===== src/rtl/core/pgem_pkg.sv =====
// ----------------------------------------------------------------------------
// pgem_pkg
// Types and constants shared by the pixel gradient energy map files.
// ----------------------------------------------------------------------------
package pgem_pkg;

    localparam int CFG_W          = 11;
    localparam int CFG_IDX_W      = 1;
    localparam int SIZE_RESET     = 1024;

    localparam int CHAN_W         = 8;
    localparam int ENERGY_W       = 7;
    localparam int COORD_W        = 10;

    // Neighbor positions within an operand word.
    localparam int NBR_COUNT      = 4;
    localparam int NBR_UP         = 0;
    localparam int NBR_DOWN       = 1;
    localparam int NBR_LEFT       = 2;
    localparam int NBR_RIGHT      = 3;

    // Kinds of result one pixel can finish, in delivery order.
    localparam int RES_KINDS      = 3;
    localparam int RES_ABOVE      = 0;
    localparam int RES_LEFT       = 1;
    localparam int RES_SELF       = 2;

    // floor(x / 3) == (x * 683) >> 11 for every x below 2048.
    localparam int DIV3_MUL       = 683;
    localparam int DIV3_SHIFT     = 11;

    localparam int OUT_FIFO_DEPTH = 8;
    localparam int OUT_FIFO_AW    = 3;

    typedef enum logic [CFG_IDX_W-1:0] {
        REG_IMAGE_WIDTH  = 1'b0,
        REG_IMAGE_HEIGHT = 1'b1
    } t_cfg_reg;

    typedef struct packed {
        logic [CHAN_W-1:0] red;
        logic [CHAN_W-1:0] green;
        logic [CHAN_W-1:0] blue;
    } t_pixel;

    typedef struct packed {
        logic [COORD_W-1:0] pixel_column;
        logic [COORD_W-1:0] pixel_row;
        logic               last_of_item;
        logic               frame_done;
    } t_tag;

    typedef struct packed {
        t_pixel                  center;
        t_pixel [NBR_COUNT-1:0]  nbr;
        logic   [NBR_COUNT-1:0]  present;
        t_tag                    tag;
    } t_operands;

    typedef struct packed {
        logic [ENERGY_W-1:0] energy;
        logic [COORD_W-1:0]  pixel_column;
        logic [COORD_W-1:0]  pixel_row;
        logic                last_of_item;
        logic                frame_done;
    } t_result;

endpackage


===== src/rtl/core/pgem_energy.sv =====
// ----------------------------------------------------------------------------
// pgem_energy
// Four-stage energy pipeline: operand register, per-neighbor difference
// terms, sum divided by three, division by the neighbor count.
// ----------------------------------------------------------------------------
module pgem_energy
    import pgem_pkg::*;
(
    input  logic      i_clk,
    input  logic      i_rst_n,
    input  logic      i_valid,
    input  t_operands i_op,
    output logic      o_valid,
    output t_result   o_result
);

    localparam int SAD_W   = 10;
    localparam int TERM_W  = 8;
    localparam int TOTAL_W = 10;
    localparam int Q_W     = 9;
    localparam int PROD_W  = 20;
    localparam int CNT_W   = 3;

    function automatic logic [CHAN_W-1:0] abs_diff(input logic [CHAN_W-1:0] a,
                                                   input logic [CHAN_W-1:0] b);
        return (a > b) ? (a - b) : (b - a);
    endfunction

    // Stage 1: operands.
    logic      r_s1_valid;
    t_operands r_s1_op;

    // Stage 2: difference terms.
    logic              r_s2_valid;
    logic [TERM_W-1:0] r_s2_term [NBR_COUNT];
    logic [CNT_W-1:0]  r_s2_cnt;
    t_tag              r_s2_tag;

    // Stage 3: total divided by three.
    logic             r_s3_valid;
    logic [Q_W-1:0]   r_s3_q;
    logic [CNT_W-1:0] r_s3_cnt;
    t_tag             r_s3_tag;

    // Stage 4: result.
    logic    r_s4_valid;
    t_result r_s4_result;

    logic [SAD_W-1:0]   sad  [NBR_COUNT];
    logic [PROD_W-1:0]  prod [NBR_COUNT];
    logic [TERM_W-1:0]  term [NBR_COUNT];
    logic [TOTAL_W-1:0] total;
    logic [PROD_W-1:0]  total_prod;
    logic [PROD_W-1:0]  q_prod;
    logic [ENERGY_W-1:0] energy;

    always_comb begin
        for (int k = 0; k < NBR_COUNT; k++) begin
            sad[k] = SAD_W'(abs_diff(r_s1_op.center.red,   r_s1_op.nbr[k].red))
                   + SAD_W'(abs_diff(r_s1_op.center.green, r_s1_op.nbr[k].green))
                   + SAD_W'(abs_diff(r_s1_op.center.blue,  r_s1_op.nbr[k].blue));
            prod[k] = PROD_W'(sad[k]) * PROD_W'(DIV3_MUL);
            term[k] = r_s1_op.present[k] ? prod[k][DIV3_SHIFT+TERM_W-1:DIV3_SHIFT] : '0;
        end
    end

    always_comb begin
        total = '0;
        for (int k = 0; k < NBR_COUNT; k++) begin
            total = total + TOTAL_W'(r_s2_term[k]);
        end
        total_prod = PROD_W'(total) * PROD_W'(DIV3_MUL);
    end

    // The second division is by three times the count; the first factor of
    // three is already out, so only the count remains.
    assign q_prod = PROD_W'(r_s3_q) * PROD_W'(DIV3_MUL);

    always_comb begin
        case (r_s3_cnt)
            3'd1:    energy = r_s3_q[ENERGY_W-1:0];
            3'd2:    energy = r_s3_q[ENERGY_W:1];
            3'd3:    energy = q_prod[DIV3_SHIFT+ENERGY_W-1:DIV3_SHIFT];
            3'd4:    energy = r_s3_q[ENERGY_W+1:2];
            default: energy = '0;
        endcase
    end

    always_ff @(posedge i_clk) begin
        if (!i_rst_n) begin
            r_s1_valid <= 1'b0;
            r_s2_valid <= 1'b0;
            r_s3_valid <= 1'b0;
            r_s4_valid <= 1'b0;
        end else begin
            r_s1_valid <= i_valid;
            r_s2_valid <= r_s1_valid;
            r_s3_valid <= r_s2_valid;
            r_s4_valid <= r_s3_valid;
        end
    end

    always_ff @(posedge i_clk) begin
        r_s1_op <= i_op;

        for (int k = 0; k < NBR_COUNT; k++) begin
            r_s2_term[k] <= term[k];
        end
        r_s2_cnt <= CNT_W'($countones(r_s1_op.present));
        r_s2_tag <= r_s1_op.tag;

        r_s3_q   <= total_prod[DIV3_SHIFT+Q_W-1:DIV3_SHIFT];
        r_s3_cnt <= r_s2_cnt;
        r_s3_tag <= r_s2_tag;

        r_s4_result.energy       <= energy;
        r_s4_result.pixel_column <= r_s3_tag.pixel_column;
        r_s4_result.pixel_row    <= r_s3_tag.pixel_row;
        r_s4_result.last_of_item <= r_s3_tag.last_of_item;
        r_s4_result.frame_done   <= r_s3_tag.frame_done;
    end

    assign o_valid  = r_s4_valid;
    assign o_result = r_s4_result;

endmodule


===== config.mk =====
export PLATFORM = sky130hd
export DESIGN_NAME = pgem_energy
export DESIGN_NICKNAME = d
export VERILOG_FILES = /design/src/rtl/core/pgem_pkg.sv /design/src/rtl/core/pgem_energy.sv
export SDC_FILE = /design/constraint.sdc
export NUM_CORES = 1
export LEC_CHECK = 0
export BUFFER_PORTS_ARGS = -buffer_cell sky130_fd_sc_hd__buf_2
export CAP_MARGIN = 20
export CELL_PAD_IN_SITES_DETAIL_PLACEMENT = 1
export CELL_PAD_IN_SITES_GLOBAL_PLACEMENT = 1
export CORE_MARGIN = 1.5
export CORE_UTILIZATION = 53
export CTS_CLUSTER_DIAMETER = 200
export CTS_CLUSTER_SIZE = 40
export DETAILED_ROUTE_END_ITERATION = 8
export HOLD_SLACK_MARGIN = 0.06
export PLACE_DENSITY = 0.95
export SKIP_LAST_GASP = 1
export SYNTH_ARGS = -nofsm -noshare
export SYNTH_HDL_FRONTEND = slang
export SYNTH_SLANG_ARGS = --single-unit

===== constraint.sdc =====
create_clock -name i_clk -period 19.9 [get_ports i_clk]
set_input_delay 3.98 -clock i_clk [delete_from_list [all_inputs] [get_ports i_clk]]
set_output_delay 3.98 -clock i_clk [all_outputs]
set_load 0.01 [all_outputs]

# --- Yosys cells after proc, flatten, opt, wreduce, memory -nomap -nowiden ---
# Memory sizes are Yosys's and may differ from the RTL's.
# Index checks and enable logic that the tools add are counted.
totals:
  ramBits: 32
  output_inout_bits: 30
  mem_count: 1
  word_cells: 118
  reg_bits: 238
mem_list:
  columns: ["memory", "words", "word_bits", "read_ports", "rd_ports_with_merged_regs", "write_ports", "line", "rtl"]
  rows:
  - ["r_s2_term", 4, 8, 4, 0, 4, "pgem_energy.sv:35", "logic [TERM_W-1:0] r_s2_term [NBR_COUNT];"]
op_classes:
  eq_ne: 4
  mux: 17
  addsub: 38
  order_cmp: 12
  multipliers: 6
ops:
  columns: ["operator", "count"]
  rows:
  - ["subtractor 8 bit", 24]
  - ["2-to-1 mux 8 bit", 16]
  - ["> comparator 8 bit", 12]
  - ["multiplier 10 x 10 -> 19 bit, second input constant", 4]
  - ["adder 9 x 8 -> 10 bit", 5]
  - ["adder 8 x 8 -> 9 bit", 5]
  - ["one-hot mux 7 bit (4 select lines)", 1]
  - ["multiplier 10 x 10 -> 20 bit, second input constant", 1]
  - ["multiplier 9 x 10 -> 18 bit, second input constant", 1]
  - ["adder 10 x 8 -> 10 bit", 1]
  - ["== test 3 x 2 -> 1 bit, second input constant", 2]
  - ["adder 1 x 1 -> 2 bit", 2]
  - ["adder 2 x 2 -> 3 bit", 1]
  - ["== test 3 x 1 -> 1 bit, second input constant", 1]
  - ["== test 3 bit, second input constant", 1]

# --- Logic depth before layout (Yosys ltp) ---
logic_depth:
  word_depth: 6
  depth_mapped: 37

# --- Worst setup path after synthesis ---
# Ideal clock, no wire load.
synth_timing:
  path_type: "register to register"
  from: "register r_s1_op[130] (netlist name)"
  to: "memory r_s2_term[2][6]"
  t_required_ns: 19.781
  stages_incl_launch_ff: 37
  slack_ns: 12.048
  arrival_ns: 7.734
  path_buffers: 0
  path_cell_list: "dfxtp_1 > inv_1 > ha_1 > inv_1 > fa_1 > a21o_1 > a21oi_1 > o21ba_2 > nor2_1 > mux2_2 > fa_1 > ha_1 > inv_1 > fa_1 > nor2b_1 > o21a_1 > o21ai_0 > nand2b_1 > a21o_1 > xor2_1 > ha_1 > ha_1 > inv_1 > fa_1 > inv_1 > fa_1 > inv_1 > fa_1 > inv_1 > ha_1 > o21ai_0 > o21ai_0 > o22a_1 > a41o_1 > a221oi_1 > xor2_1 > nor2_1"
synth_rtl:
  columns: ["element", "line", "rtl"]
  rows:
  - ["start, declared", "pgem_energy.sv:31", "t_operands r_s1_op;"]
  - ["start signal, assigned", "pgem_energy.sv:104", "r_s1_op <= i_op;"]
  - ["end, declared", "pgem_energy.sv:35", null]

==> flow_summary.json <==
{
  "cts_hold_buffers": 0,
  "grt_overflow": 0,
  "io_buffers": 178,
  "syn_area_um2": 25500,
  "synth_xor_area_share_pct": 5.87,
  "cap_violations": 0,
  "hold_end": "r_s3_tag[12]",
  "grt_pass1_vias": 22700,
  "rsz0062_at_grt": "no",
  "dr_wl_met3_mm": 3.03,
  "wire_per_inst_um": 22.3,
  "syn_nets": 3514,
  "drive_gt1_share_pct": 8.88,
  "htreeDepth": 1,
  "synth-async-reset-ratio_pct": 0,
  "slowest_delay_ps": 560,
  "cts_buffer_depth": 3,
  "setup_tns_ps": 0,
  "final_antenna_net_count": 0,
  "drv_slew": 0,
  "fillers": 5392,
  "period_needed_ps": 9600,
  "first_pass_iters": 5,
  "cts-root-buf": "clkbuf_16",
  "syn_avg_cell_area_um2": 9.73,
  "syn_inst": 2624,
  "period_share_pct": 48.3,
  "criticalPathCategory": "register to register",
  "cts_setup_buffers": 0,
  "synth_edf_count": 0,
  "clk_pin_slew_ps": 160,
  "wl_met2_mm": 38.8,
  "r2r_setup_slack_ps": 10300,
  "outcome": "finished clean",
  "grt_max_degree": 41,
  "drt-initial-drc-count": 1232,
  "hold_violations": 0,
  "dieArea_um2": 49500,
  "numClockSinks": 270,
  "synth_seq_cells": 270,
  "ys.flop_type": "dfxtp_1",
  "fp.dieW_um": 222,
  "cp.arrival_ps": 10070,
  "hold_class": "register to register",
  "die_y_um": 222,
  "maxUsedRoutingLayer": "met4",
  "synth-simple-area-share_pct": 7.37,
  "endpoint_kind": "register",
  "hpwl_mm": 66.5,
  "synth_compound_area_share_pct": 12.6,
  "clkLatencyLatePin_ps": 540,
  "gp_congestion": 0.915,
  "regToRegEndpoint": "r_s2_term[3][7]",
  "synth_top_family_by_area": "adder cells",
  "min_path_cells": 0,
  "hp-start": "r_s2_tag[12]",
  "clock.fmax_ghz": 0.104,
  "worstReg2RegStart": "r_s1_op[130]",
  "nets": 3682,
  "initial_utilization_pct": 53.6,
  "r2r_cells": 34,
  "ios": 179,
  "muxShareOfSynthArea_pct": 3.12,
  "layout.cells.most_common_list": "543 x ha_1, 484 x inv_1, 270 x dfxtp_1",
  "yosysSeqAreaShare_pct": 21.2,
  "dpl_cell_area_um2": 27100,
  "clock_skew_ps": 32.7,
  "cts_buffers": 10,
  "synth_adder_area_share_pct": 42.2,
  "cp.required_ps": 20370,
  "synth_cell_type_count": 80,
  "vias_per_cell": 5.79,
  "cp-start-kind": "register",
  "core-area_um2": 47600,
  "grt_antenna_before_repair": 4,
  "syn_to_final_growth_pct": 7.22,
  "cts_resized": 0,
  "relSlewSlack_pct": 32.1,
  "final_common_cell": "ha_1",
  "post-route-drc-count": 0,
  "grt_usage_pct": 30.6,
  "rows": 80,
  "yosys_warnings": 0,
  "route.layer.met1.wl_mm": 30.3,
  "routed_wl_mm": 75.9,
  "setup_viol": 0,
  "critPathSlowestCell": "fa_1",
  "cp_max_fo": 6,
  "design_area_um2": 27400,
  "cts_tree": "built",
  "vias": 19700,
  "startpoint": "r_s1_op[130]",
  "grt_pass1_wl_mm": 119,
  "worst_pin_slew_ps": 1010
}
==> kinds of logic after synthesis <==
| kind of cell | after synthesis |
|---|---|
| adder cells (fa/ha/maj) | 741 |
| buffers and inverters | 512 |
| AO/OA/AOI/OAI | 487 |
| AND/OR/NAND/NOR | 368 |
| flip-flops | 270 |
| XOR/XNOR | 171 |
| multiplexers | 75 |
==> synthesized netlist by cell type, types with 14 or more instances <==
library cell	number	area share, %
nor2_1	86	1.3
o21ai_0	69	1.4
nand4_1	34	0.83
ha_1	543	27
nor2b_1	23	0.56
mux2_2	29	1.3
xor2_1	70	2.4
o21a_1	21	0.62
dfxtp_1	270	21
nor3_1	22	0.43
mux2i_1	44	1.7
nand2_1	80	1.2
a211oi_1	19	0.56
xnor2_1	101	3.5
and2_1	20	0.49
fa_1	198	16
a21oi_1	148	2.9
nand3_1	28	0.55
o21ai_1	14	0.27
a21o_1	77	2.3
inv_1	484	7.1
==> metal layers <==
layer  vias up  track usage, %
li1       9131               -
met1      9892            35.2
met2       530            56.3
met3       186            3.32
met4         0            14.6
met5         -               0
==> worst max path at each step <==
| stage | slack, ps | depth (start not counted) | endpoint |
|---|---|---|---|
| after floorplan | 12050 | 36 | r_s2_term[2][6] |
| after global placement | 11060 | 33 | r_s2_term[3][7] |
| after detailed placement | 10400 | 33 | r_s2_term[3][7] |
| after CTS | 10340 | 33 | r_s2_term[3][7] |
| after global routing | 9790 | 33 | r_s2_term[3][7] |
| final | 10300 | 34 | r_s2_term[3][7] |
==> worst max-delay path, delay by kind of cell (launching register included) <==
family	cells	cell delay (ps)
xor gates and xnor gates	1	290
and+or+nand+nor	4	950
AOI/OAI and AO/OA	11	2830
buffers and inverters	6	570
DFF	1	400
adders and majority gates	11	4270
muxes	1	220
==> final cells by class <==
type,instances,area (um2),area share [%]
Multi-Input combinational cell,1842,18200,66.3
Sequential cell,270,5410,19.8
Inverter,487,1830,6.68
Timing Repair Buffer,181,913,3.34
Tap cell,615,769,2.81
Clock buffer,11,275,1.01
Clock inverter,2,13.8,0.0503
Antenna cell,1,2.50,0.00915
==> state kept, by name, summed over array words and instances, names as in the netlist <==
signal      count
r_s2_cnt        3
o_valid         1
r_s3_cnt        3
r_s2_term      32
r_s3_q          9
o_result       29
r_s3_tag       22
r_s2_tag       22
r_s2_valid      1
r_s1_valid      1
r_s1_op       146
r_s3_valid      1
==> per-stage QoR <==
stage	hold WS, ps	utilization [%]	setup slack, ps	cells
global placement	310	56.8	11060	3395
finish	310	57.4	10300	3409
CTS	310	57.4	10340	3408
global route	320	57.4	9790	3409
detailed placement	313	56.8	10400	3395
floorplan	310	-	12050	2624
Power is not shown: default switching activity piles up to over one toggle a cycle in this logic, so the estimate is an artifact.
